$ cat config.mk
export PLATFORM = sky130hd
export DESIGN_NAME = waypoint_steering_controller
export DESIGN_NICKNAME = d
export VERILOG_FILES = /design/src/design/wsc_pkg.sv /design/src/design/waypoint_steering_controller.sv
export SDC_FILE = /design/constraint.sdc
export NUM_CORES = 2
export LEC_CHECK = 0
export BUFFER_PORTS_ARGS = -buffer_cell sky130_fd_sc_hd__buf_2
export CAP_MARGIN = 10
export CORE_UTILIZATION = 60
export CTS_BUF_LIST = sky130_fd_sc_hd__clkbuf_8 sky130_fd_sc_hd__clkbuf_16
export DETAILED_ROUTE_END_ITERATION = 12
export GPL_ROUTABILITY_DRIVEN = 0
export PLACE_DENSITY = 0.76
export RECOVER_POWER = 25
export SLEW_MARGIN = 20
export SYNTH_ARGS = -nofsm -noshare
export SYNTH_HDL_FRONTEND = slang
export SYNTH_SLANG_ARGS = --single-unit
export TNS_END_PERCENT = 100
$ cat constraint.sdc
create_clock -name clk -period 13.6 [get_ports clk]
set_input_delay 0.68 -clock clk [delete_from_list [all_inputs] [get_ports clk]]
set_output_delay 0.68 -clock clk [all_outputs]
set_load 0.1 [all_outputs]
$ cat src/design/wsc_pkg.sv
`timescale 1ns / 1ps
`default_nettype none
package wsc_pkg;

  localparam int EmaShift = 3;
  localparam int CordicSteps = 16;
  localparam int AccW = 52;
  localparam int InvGainQ16 = 39797;

  typedef struct packed {
    logic signed [23:0] pos_x;
    logic signed [23:0] pos_y;
    logic [15:0]        heading;
    logic signed [23:0] target_x;
    logic signed [23:0] target_y;
    logic               obstructed;
    logic               new_target;
  } wsc_in_t;

  typedef struct packed {
    logic [11:0]        speed;
    logic signed [15:0] turn_rate;
    logic               at_waypoint;
  } wsc_out_t;

  typedef enum logic [2:0] {
    CfgDistanceGain = 3'd0,
    CfgMaxSpeed     = 3'd1,
    CfgAngleGain    = 3'd2,
    CfgMaxTurn      = 3'd3,
    CfgArriveDist   = 3'd4,
    CfgSlowDist     = 3'd5,
    CfgDeadband     = 3'd6,
    CfgSlowAngle    = 3'd7
  } cfg_idx_t;

  function automatic logic [31:0] atan_q32(input logic [4:0] i);
    logic [31:0] r;
    begin
      case (i)
        5'd0: r = 32'h20000000; 5'd1: r = 32'h12E4051E; 5'd2: r = 32'h09FB385B;
        5'd3: r = 32'h051111D4; 5'd4: r = 32'h028B0D43; 5'd5: r = 32'h0145D7E1;
        5'd6: r = 32'h00A2F61E; 5'd7: r = 32'h00517C55; 5'd8: r = 32'h0028BE53;
        5'd9: r = 32'h00145F2F; 5'd10: r = 32'h000A2F98; 5'd11: r = 32'h000517CC;
        5'd12: r = 32'h00028BE6; 5'd13: r = 32'h000145F3; 5'd14: r = 32'h0000A2FA;
        5'd15: r = 32'h0000517D; 5'd16: r = 32'h000028BE; 5'd17: r = 32'h0000145F;
        5'd18: r = 32'h00000A30; 5'd19: r = 32'h00000518; 5'd20: r = 32'h0000028C;
        5'd21: r = 32'h00000146; 5'd22: r = 32'h000000A3; 5'd23: r = 32'h00000051;
        default: r = 32'h0;
      endcase
      return r;
    end
  endfunction

endpackage
`default_nettype wire

$ cat src/design/waypoint_steering_controller.sv
`timescale 1ns / 1ps
`default_nettype none
// Proportional waypoint steering controller. One result item follows every input item.
// The CORDIC is a preload and 16 iterations of a shared add/shift unit. A shift-and-add
// multiplier takes one multiplier bit per cycle for the distance scaling, the speed
// gain (the filter update shares its first cycle) and the turn gain. A restoring
// divider gives one quotient bit per cycle, with a finishing step to collect the
// quotient: 29 bits for the slow-zone ratio and 17 for a tenth or for three tenths.
// Inside the slow zone one division runs, and above the slow angle a second one. The
// block works on one item at a time. A finished result sits in the output register
// while the next item is accepted and worked on; if that result is still waiting when
// the next one is ready, the block stalls in its last step. The next item can be
// accepted in the cycle after the result is written. Configuration writes land at once
// and must only happen while the block is idle. Speed is in mm/s, turn rate in 2^-10
// rad/s, angles in binary-angle units.
module waypoint_steering_controller (
  input  wire                   clk,
  input  wire                   rst,
  input  wire                   in_valid,
  output logic                  in_ready,
  input  wsc_pkg::wsc_in_t      in_data,
  output logic                  out_valid,
  input  wire                   out_ready,
  output wsc_pkg::wsc_out_t     out_data,
  input  wire                   cfg_we,
  input  wire  [2:0]            cfg_index,
  input  wire  [15:0]           cfg_data
);
  import wsc_pkg::*;

  // Sequencer states.
  typedef enum logic [10:0] {
    SIdle   = 11'b00000000001,
    SCord   = 11'b00000000010,
    SDist   = 11'b00000000100,
    SFilt   = 11'b00000001000,
    SSpd    = 11'b00000010000,
    STurn   = 11'b00000100000,
    SSlow   = 11'b00001000000,
    SAng    = 11'b00010000000,
    SDiv    = 11'b00100000000,
    SFinish = 11'b01000000000,
    SOut    = 11'b10000000000
  } state_t;

  state_t state;

  logic [15:0] distance_gain, angle_gain, arrive_distance, slow_distance;
  logic [11:0] speed_limit;
  logic [14:0] max_turn, angle_deadband, slow_angle;
  logic signed [23:0] filtered_error;

  wsc_in_t item;
  logic signed [AccW-1:0] cx, cy;
  logic [31:0] cz;
  logic [4:0]  step;
  logic [5:0]  cnt;
  logic [25:0] range_mm;
  logic signed [16:0] err;
  logic signed [23:0] fval;
  logic [23:0] absf;
  logic [31:0] spd;
  logic signed [16:0] turn;
  logic        zero_vec;

  // Serial multiplier: product += mcand when multiplier bit is set.
  logic [63:0] mprod;
  logic [35:0] mplier;
  logic [63:0] mcand;

  // Serial divider.
  logic [33:0] dnum;
  logic [16:0] dden;
  logic [16:0] drem;
  logic [1:0]  div_phase; // which division stage runs
  localparam logic [1:0] DivRatio = 2'd0, DivTenth = 2'd1, DivThree = 2'd2;

  logic signed [25:0] dxw, dyw;
  logic signed [AccW-1:0] sx, sy;
  logic [15:0] bearing;
  logic [15:0] diff_e;
  logic [17:0] rem_try;
  logic [63:0] turn_mag;

  always_comb begin
    dxw = 26'(item.target_x) - 26'(item.pos_x);
    dyw = 26'(item.target_y) - 26'(item.pos_y);
    sx = cx >>> step;
    sy = cy >>> step;
    rem_try = {drem, dnum[33]} - {1'b0, dden};
    bearing = zero_vec ? 16'd0 : 16'((cz + 32'h8000) >> 16);
    diff_e = bearing - item.heading;
    // Magnitude of the rounded turn; a negative error rounds its magnitude half down.
    turn_mag = fval[23] ? ((mprod + 64'h7FFF) >> 16) : ((mprod + 64'h8000) >> 16);
  end

  assign in_ready = (state == SIdle);

  always_ff @(posedge clk) begin
    if (rst) begin
      distance_gain <= 16'd256; speed_limit <= 12'd500; angle_gain <= 16'd512;
      max_turn <= 15'd2048; arrive_distance <= 16'd200; slow_distance <= 16'd800;
      angle_deadband <= 15'd1037; slow_angle <= 15'd8192;
    end else if (cfg_we) begin
      unique case (cfg_index)
        CfgDistanceGain: distance_gain <= cfg_data;
        CfgMaxSpeed:     speed_limit <= cfg_data[11:0];
        CfgAngleGain:    angle_gain <= cfg_data;
        CfgMaxTurn:      max_turn <= cfg_data[14:0];
        CfgArriveDist:   arrive_distance <= cfg_data;
        CfgSlowDist:     slow_distance <= cfg_data;
        CfgDeadband:     angle_deadband <= cfg_data[14:0];
        CfgSlowAngle:    slow_angle <= cfg_data[14:0];
        default: ;
      endcase
    end
  end

  always_ff @(posedge clk) begin
    if (rst) begin
      state <= SIdle;
      out_valid <= 1'b0;
      filtered_error <= '0;
    end else begin
      if (out_valid && out_ready && state != SOut) out_valid <= 1'b0;
      unique case (state)
        SIdle: begin
          if (in_valid && in_ready) begin
            item <= in_data;
            state <= SCord;
            // Step 31 marks the preload cycle.
            step <= 5'd31;
            cz <= '0;
            zero_vec <= 1'b0;
          end
        end
        SCord: begin
          if (step == 5'd31) begin
            // Preload the vector, folding the left half plane by a half turn.
            zero_vec <= (dxw == 26'sd0) && (dyw == 26'sd0);
            if (dxw < 0) begin
              cx <= -(AccW'(dxw) <<< 8);
              cy <= -(AccW'(dyw) <<< 8);
              cz <= 32'h80000000;
            end else begin
              cx <= AccW'(dxw) <<< 8;
              cy <= AccW'(dyw) <<< 8;
              cz <= 32'h0;
            end
            step <= 5'd0;
          end else begin
            if (cy >= 0) begin
              cx <= cx + sy; cy <= cy - sx; cz <= cz + atan_q32(step);
            end else begin
              cx <= cx - sy; cy <= cy + sx; cz <= cz - atan_q32(step);
            end
            if (step == 5'(CordicSteps - 1)) begin
              state <= SDist;
              mprod <= '0;
              mcand <= 64'(InvGainQ16);
              cnt <= '0;
            end else begin
              step <= step + 5'd1;
            end
            if (step == 5'd0) mplier <= '0;
          end
        end
        SDist: begin
          // x * 39797, one multiplier bit per cycle.
          if (cnt == 6'd0) mplier <= cx[35:0] & {36{~cx[AccW-1]}};
          else begin
            if (mplier[0]) mprod <= mprod + mcand;
            mplier <= mplier >> 1;
            mcand <= mcand << 1;
          end
          cnt <= cnt + 6'd1;
          if (cnt == 6'd36) begin
            state <= SFilt;
          end
        end
        SFilt: begin
          range_mm <= zero_vec ? 26'd0 : 26'((mprod + 64'h800000) >> 24);
          err <= {diff_e[15], diff_e};
          fval <= item.new_target ? 24'sd0 : filtered_error;
          state <= SSpd;
          cnt <= '0;
        end
        SSpd: begin
          if (cnt == 6'd0) begin
            // Filter update, then start gain * distance.
            fval <= fval + 24'((25'(err) * 25'sd256 - 25'(fval)) >>> EmaShift);
            mprod <= '0;
            mcand <= 64'(distance_gain);
            mplier <= 36'(range_mm);
          end else begin
            if (mplier[0]) mprod <= mprod + mcand;
            mplier <= mplier >> 1;
            mcand <= mcand << 1;
          end
          cnt <= cnt + 6'd1;
          if (cnt == 6'd27) begin
            filtered_error <= fval;
            absf <= fval[23] ? 24'(-fval) : fval;
            state <= STurn;
            cnt <= '0;
          end
        end
        STurn: begin
          if (cnt == 6'd0) begin
            spd <= ((mprod >> 8) > 64'(speed_limit)) ? 32'(speed_limit) : 32'(mprod >> 8);
            mprod <= '0;
            mcand <= 64'(angle_gain);
            mplier <= 36'(absf);
          end else begin
            if (mplier[0]) mprod <= mprod + mcand;
            mplier <= mplier >> 1;
            mcand <= mcand << 1;
          end
          cnt <= cnt + 6'd1;
          if (cnt == 6'd24) state <= SSlow;
        end
        SSlow: begin
          // Signed rounding: floor((g*f + 2^15) / 2^16) via magnitude, clamped at full width.
          if (absf < {angle_deadband, 8'd0}) turn <= '0;
          else if (turn_mag > 64'(max_turn)) turn <= fval[23] ? -17'(max_turn) : 17'(max_turn);
          else turn <= fval[23] ? -17'(turn_mag) : 17'(turn_mag);
          if (range_mm < 26'(slow_distance)) begin
            if ((slow_distance <= arrive_distance) || (range_mm <= 26'(arrive_distance)) ||
                (5'd10 * 21'(range_mm - 26'(arrive_distance)) <
                 21'(slow_distance - arrive_distance))) begin
              dnum <= {spd[16:0], 17'd0}; dden <= 17'd10; div_phase <= DivTenth;
            end else begin
              // spd * n fits in 29 bits; it is formed by a small multiply.
              dnum <= {34'(spd * 32'(range_mm - 26'(arrive_distance)))} << 5;
              dden <= 17'(slow_distance - arrive_distance);
              div_phase <= DivRatio;
            end
            drem <= '0; cnt <= '0;
            state <= SDiv;
          end else state <= SAng;
        end
        SDiv: begin
          drem <= rem_try[17] ? {drem[15:0], dnum[33]} : rem_try[16:0];
          dnum <= {dnum[32:0], ~rem_try[17]};
          cnt <= cnt + 6'd1;
          if ((div_phase == DivRatio && cnt == 6'd28) ||
              (div_phase != DivRatio && cnt == 6'd16)) state <= SFinish;
        end
        SFinish: begin
          spd <= (div_phase == DivRatio) ? 32'(dnum[28:0]) : 32'(dnum[16:0]);
          state <= (div_phase == DivThree) ? SOut : SAng;
        end
        SAng: begin
          if (absf > {slow_angle, 8'd0}) begin
            dnum <= {34'(spd * 32'd3)} << 17; dden <= 17'd10;
            div_phase <= DivThree; drem <= '0; cnt <= '0;
            state <= SDiv;
          end else state <= SOut;
        end
        SOut: begin
          if (!out_valid || out_ready) begin
            out_data.speed <= item.obstructed ? 12'd0 : spd[11:0];
            out_data.turn_rate <= item.obstructed ?
              (err > 0 ? 16'(max_turn) : -16'(max_turn)) : turn[15:0];
            out_data.at_waypoint <= range_mm < 26'(arrive_distance);
            out_valid <= 1'b1;
            state <= SIdle;
          end
        end
        default: state <= SIdle;
      endcase
    end
  end

`ifndef SYNTH
  a_ready_idle: assert property (@(posedge clk) disable iff (rst)
    in_ready |-> state == SIdle) else $error("ready outside idle");
  a_one_hot: assert property (@(posedge clk) disable iff (rst) $onehot(state))
    else $error("state code");
  a_turn_clamp: assert property (@(posedge clk) disable iff (rst)
    out_valid && !out_data.turn_rate[15] |-> out_data.turn_rate <= 16'(max_turn))
    else $error("turn clamp");
  a_accept_busy: assert property (@(posedge clk) disable iff (rst)
    in_valid && in_ready |=> state == SCord) else $error("no start");
`endif

endmodule
`default_nettype wire

# After elaboration in Yosys (flattened, before gate mapping)
# Memory sizes are Yosys's and may differ from the RTL's. A register that Yosys moved wholly into a read port is not among the register bits.
# Cells that the tools add are included.
[word_totals]
romBits = 1920
memories = 2
word_cells = 289
reg_bits = 820
output_inout_bits = 31
inputBits = 138
[classes]
reduce_logical = 55
n_mul = 3
order_cmp = 12
shift = 2
n_eq_ne = 43
n_mux = 98
n_addsub = 29
bitwise = 4
[memory_table]
columns = ["memory", "depth", "width", "rd", "rd_ports_with_merged_regs", "write_ports", "line", "text"]
rows = [
  ["(name not given)", 32, 30, 1, 1, 0, "wsc_pkg.sv:40", "case (i)"],
  ["(name not given)", 32, 30, 1, 1, 0, "wsc_pkg.sv:40", ""],
]
[ops]
columns = ["op", "n"]
rows = [
  ["$mux W64", 10],
  ["$mux W32", 14],
  ["$mux W52", 6],
  ["$pmux W64 S4", 1],
  ["$pmux W64 S3", 1],
  ["$pmux W36 S4", 1],
  ["$pmux W32 S2", 2],
  ["$pmux W11 S11", 1],
  ["$mux W11", 10],
  ["$mux W36", 3],
  ["$add A52 B52 Y52", 2],
  ["$neg A33 Y52", 2],
  ["$sshr A52 B5 Y52", 2],
  ["$sub A52 B52 Y52", 2],
  ["$mux W17", 6],
  ["$mux W34", 3],
  ["$pmux W34 S3", 1],
  ["$mux W16", 6],
  ["$sub A24 B24 Y25", 3],
  ["$mux W35", 2],
  ["$add A64 B15 Y64 const B", 1],
  ["$add A64 B16 Y64 const B", 1],
  ["$add A64 B64 Y64", 1],
  ["$gt A56 B12 Y1", 1],
  ["89 further kinds", 164],
]

# Logic depth before layout (Yosys ltp)
[logic_depth]
depth_word = 9
mapped_depth = 41
depth_no_buf = 40

# Least setup slack after synthesis
# OpenSTA, ideal clock, no wires.
[synth_path]
kind = "reg2reg"
from = "register arrive_distance[1]"
to = "register dnum[33], data pin"
period_less_slack_ps = 10005
path_stages_with_launch = 39
setup_time_ps = 269
path_buffers = 0
required_time_ps = 13331
path_slack_ps = 3595
arrival_time_ps = 9736
cell_sequence = "dfxtp_1 -> inv_1 -> ha_1 -> nand2b_1 -> a21o_1 -> and3_1 -> o31a_1 -> o211ai_1 -> a311oi_1 -> o21ai_0 -> or3_1 -> xnor2_1 -> and2_1 -> fa_1 -> inv_1 -> fa_1 -> inv_1 -> fa_1 -> [3 not listed] -> fa_1 -> fa_1 -> inv_1 -> fa_1 -> xnor2_1 -> xnor2_1 -> xnor2_1 -> xnor2_1 -> xnor3_1 -> xnor3_1 -> xnor3_1 -> xnor2_1 -> xnor2_1 -> xnor3_1 -> xnor2_1 -> xnor2_1 -> xnor2_1 -> o21ai_0"
[synth_via]
elab_chain_len = 7
word_cells_on_any_way = 13
[synth_rtl]
columns = ["item", "line", "text"]
rows = [
  ["start, declared", "waypoint_steering_controller.sv:48", "logic [15:0] distance_gain, angle_gain, arrive_distance, slow_distance;"],
  ["start signal, assigned", "waypoint_steering_controller.sv:110", "CfgArriveDist: arrive_distance <= cfg_data;"],
  ["$sub A21 B16 Y21", "waypoint_steering_controller.sv:229", "(5'd10 * 21'(range_mm - 26'(arrive_distance)) <"],
  ["$mul A3 B21 Y20", "waypoint_steering_controller.sv:229", ""],
  ["$lt A21 B21 Y1", "waypoint_steering_controller.sv:229", ""],
  ["$logic_or A1 B1 Y1", "waypoint_steering_controller.sv:228", "if ((slow_distance <= arrive_distance) || (range_mm <= 26'(arrive_distance)) ||"],
  ["$mux W34 (*)", "waypoint_steering_controller.sv:228", ""],
  ["$mux W34 (*)", "waypoint_steering_controller.sv:227", "if (range_mm < 26'(slow_distance)) begin"],
  ["$pmux W34 S3 (*)", "waypoint_steering_controller.sv:126", "unique case (state)"],
  ["end signal, assigned", "waypoint_steering_controller.sv:234", "dnum <= {34'(spd * 32'(range_mm - 26'(arrive_distance)))} << 5;"],
  ["end signal, assigned", "waypoint_steering_controller.sv:244", "dnum <= {dnum[32:0], ~rem_try[17]};"],
  ["end, declared", "waypoint_steering_controller.sv:72", "logic [33:0] dnum;"],
]
# Mark *: on every way between the ends. The rest lies on a longest branch, timed or not. The select of a mux whose other input is x is not followed.
# A chain may end at the register's enable or synchronous reset.

# Final worst setup path
[layout_path]
from = "register range_mm[2]"
to = "register dnum[33], data pin"
[layout_via]
elab_chain_len = 7
word_cells_on_any_way = 11
[layout_rtl]
columns = ["item", "line", "text"]
rows = [
  ["start, declared", "waypoint_steering_controller.sv:58", "logic [25:0] range_mm;"],
  ["start signal, assigned", "waypoint_steering_controller.sv:182", "range_mm <= zero_vec ? 26'd0 : 26'((mprod + 64'h800000) >> 24);"],
  ["$sub A21 B16 Y21", "waypoint_steering_controller.sv:229", ""],
  ["$mul A3 B21 Y20", "waypoint_steering_controller.sv:229", ""],
  ["$lt A21 B21 Y1", "waypoint_steering_controller.sv:229", ""],
  ["$logic_or A1 B1 Y1", "waypoint_steering_controller.sv:228", ""],
  ["$mux W34 (*)", "waypoint_steering_controller.sv:228", ""],
  ["$mux W34 (*)", "waypoint_steering_controller.sv:227", ""],
  ["$pmux W34 S3 (*)", "waypoint_steering_controller.sv:126", ""],
]
# Marks and branches as above.

==> run summary <==
The run finished, with violations left. The checks that failed: capacitance limit, slew limit. The share of synthesized registers carrying an async set or reset came out at 0%.

On the worst path, the slowest cell contributes a delay of ~810 ps. The share of the clock period used by the worst path after layout came out at 81.6%. Ranked by total cell area, the synthesized netlist is headed by edfxtp_1 25%, ha_1 9.9%, fa_1 8.6%, nand2_1 5.0%, dfxtp_1 4.7%. The maximum vdd ir drop is 208 µV. Detailed placement finished with a half-perimeter wire length of approximately 170000 µm.

The detailed-route vias per instance is about 6.3. The net switching power of the design came out at 3.43 mW. The number of buffers inserted by hold repair at cts is 0.

The number of cells after detailed placement is 10400. The post-synthesis instance area came out at 79000 µm². The cell seen most often among critical-path stages is xnor2_1. The critical path is of the flip-flop to flip-flop type.

The tightest min-delay check is of the input port to flip-flop type. The final cell count without fillers came out at approximately 11000. The time the final worst path needs with I/O delays and setup came out at 11100 ps. In this run the worst setup path terminates at dnum[33]. Buffers placed on the I/O ports in this run total roughly 170. The critical-path maximum fanout came out at 14. The cell with the biggest individual delay on the critical path is xor2_1.

The final setup violation count is 0. The area growth from synthesis to layout is 7.13%. The max-slew violation total from the final report is between 500 and 600. The area after detailed placement came out at 81400 µm².

The final-layout worst hold slack came out at 136 ps. Dividing total power by cell area gives a power density of ~110 nW/µm². The floorplan die width came out at 365 µm. After routing, the total negative slack on setup checks comes to 0 ps. The clock latency on the worst-skew pair came out at 730 ps. The number of gates resized after CTS came out at 0. By count the netlist is led by 1042 x nand2_1, 801 x inv_1, 666 x nor2_1, 660 x edfxtp_1, 642 x a21oi_1. The startpoint class of the critical path is a flip-flop. The tool flagged a number of max-cap violations equal to 12. The cell count of the worst hold path came out at 1.

The number of remaining DRC errors came out at 0. In the final design database the tool counted about 9800 nets. The region available for standard cell placement spans ~130000 µm². After synthesis, the mean cell area works out to 9.03 µm². The worst setup path is captured at a flip-flop. The count of nets left with antenna violations once routing finished came out at 0. The number of post-CTS setup repair buffers came out at 0. Setup repair after global routing left no endpoint under its margin. The dominant register cell in the synthesized netlist is edfxtp_1. The full die area is 133000 µm². The net count after synthesis came out at roughly 9900.

The global router's overall resource usage came out at 33.8%. The CTS clock-pin slew for the worst setup and hold paths came out at 60 ps. The number of antenna violations at the first check in global routing came out at 7. The endpoint identified for the worst register-to-register timing path is dnum[33]. The number of hold violations in the final report is 0. Synthesis produced a netlist whose cell count is 8748. The DRC marker count from the first detailed-route iteration is just over 8000. The fraction of power consumed by the clock network came out at 28.0%. In this run, CTS created clock tree buffers numbering 94. The via count of the first global-routing pass was 64700. Yosys printed 0 warnings. The clock drives about 850 sinks. The count of unique library cells instantiated by Yosys is 101. The site row count came out at 132. The share of Yosys cell area claimed by the top area cell type is 25.1%.

With fillers left out, the area of the finished cells amounts to 84600 µm². The worst setup slack for register-to-register paths is around 2500 ps. The routed wire length is 227000 µm.

The synthesized design contains 847 register bits. The leakage power figure came out at about 35 nW. Across all layers, the routed design uses 66600 vias.

The most common cell in the synthesized netlist is nand2_1. For this run, the share of the core covered by cells in the final layout is between 60% and 70%. After synthesis, flip-flops and latches occupy 29.8% of the total area. TritonCTS built the clock tree. The floorplan step set the die height to 365 µm.

The buffer cell driving the clock tree root is clkbuf_16. Of the cells placed in the final design, the portion with a size suffix greater than 1 is 7.78%. In this run the critical register-to-register path is launched from range_mm[2].

The timing-limited maximum frequency is 0.0901 GHz. The combinational power share is about two fifths. STA puts the critical path data required time at about 14000 ps.

The first global-routing pass estimated 355000 µm of wire. The number of fill cells is 10600. The number of flops mapped to enable cells by yosys is 660. The critical path starts at range_mm[2].

Across the routed clock network, the largest skew measured is 73.6 ps. The overflow left after global routing came out at 0. In the final routed layout, each cell accounts on average for ~22 µm. The data arrival time at the worst-slack endpoint came out at 11520 ps. The internal portion of total power is 6.19 mW. The pin count of the biggest net entering global routing is 99. The sequential cell fraction of total power is 30.5%.

Once the floorplan was initialized, standard cells occupied roughly three fifths of the core. The worst reg-to-reg path cell count is 37. Net switching is ~36% of the power. The biggest area contributor in the post-synthesis netlist is edfxtp_1.

At the pin with the least slew margin, the transition time is 5290 ps. The maximum count of clock buffers along a single path came out at 3. The maximum level of the CTS H-tree came out at 3. The pre-antenna-repair detailed-routing pass consisted of 8 iterations. The count of boundary I/O pins came out at 169.

The relative max-transition margin is -252%.
power groups by stage:
stage                     registers [mW]  logic, mW  clock network [mW]
after floorplan                     2.98       3.06                   0
after detailed placement            2.99       3.94                   0
final                               2.93       3.99                2.69
after CTS                           2.93       3.96                2.72
after global placement              2.98       3.83                   0
after global routing                2.94       4.43                2.81
state kept, by name, indices dropped and copies added, names as in the netlist, 16 cells and up, named ones only:
name and flops:
item 114, mcand 64, mprod 64, cx 52
cy 52, mplier 36, dnum 34, cz 32
out_data 29, spd 29, range_mm 26, absf 24
filtered_error 24, fval 24, dden 17, drem 17
angle_gain 16, arrive_distance 16, distance_gain 16, err 16
slow_distance 16, turn 16
metrics by stage:
step	setup slack (ps)	power, mW
3_5_place_dp	2590	6.93
2_1_floorplan	3590	6.04
3_3_place_gp	2910	6.81
6_report	2500	9.62
4_1_cts	2530	9.61
5_1_grt	1870	10.2
layout by cell type, fill, tap and decap left out, types with 53 or more instances in the layout:
master / synthesis / final
nor4_1: 59 / 58
nand4_1: 67 / 67
xor2_1: 241 / 239
ha_1: 625 / 625
o21a_1: 53 / 53
nand2b_1: 93 / 93
fa_1: 339 / 339
o21ai_0: 445 / 444
xnor2_1: 426 / 420
inv_1: 801 / 810
o21bai_1: 81 / 81
buf_4: 7 / 93
a21oi_1: 642 / 636
buf_2: 15 / 135
a21o_1: 224 / 224
clkbuf_16: 0 / 99
mux4_2: 144 / 144
mux2i_1: 139 / 139
nor2b_1: 112 / 112
nand2_1: 1042 / 1041
dfxtp_1: 187 / 187
nand3_1: 165 / 165
and2_1: 252 / 249
nor3_1: 118 / 116
edfxtp_1: 660 / 660
nor2_1: 666 / 658
a31oi_1: 56 / 56
cell type report:
| cell class | count | area, µm² | area share (%) |
|---|---|---|---|
| inverters | 809 | 3040 | 3.59 |
| multi-input cells | 6685 | 51000 | 60.3 |
| clock buffers | 103 | 2530 | 2.99 |
| clock inverters | 74 | 718 | 0.848 |
| diodes | 4 | 10.0 | 0.0118 |
| repair buffers | 272 | 1590 | 1.87 |
| flip-flops and latches | 847 | 23600 | 27.8 |
| well taps | 1742 | 2180 | 2.58 |
critical path, delay by kind of cell (launching register included):
family                   cells  cell delay, ps
flip-flops                   1             440
buffers and inverters        4             270
AO/OA/AOI/OAI                5            1080
XOR/XNOR                    14            3850
AND/OR/NAND/NOR              5             850
adder cells (fa/ha/maj)      9            4300
cell families (layout without fill, tap and decap cells):
kind of cell	Yosys count	in the layout	synth area share, %
mux	325	325	6.47
flops	847	847	29.8
simple gates	2808	2808	16.7
xor+xnor	674	674	7.59
buf+inv	1216	1258	5.93
compound gates	1914	1914	15.0
fa+ha+maj	964	964	18.5
other cells	0	4	0
worst min-delay path by stage:
stage                                   end               from
final                              item[42]        in_data[42]
after global placement       angle_gain[12]     angle_gain[12]
after global routing               item[20]        in_data[20]
after CTS                          item[85]        in_data[85]
after detailed placement  angle_deadband[7]  angle_deadband[7]
after floorplan              angle_gain[13]     angle_gain[13]
per-layer routing:
layer	vias to the layer above	share of wire (%)	track usage, %
met3	745	11	5.61
met1	31800	39	44.5
met2	3635	45	53.9
met4	4	5.5	17.4
met5	-	0.015	0
li1	30500	-	-
No activity file was read; power rests on OpenSTA's default activity.
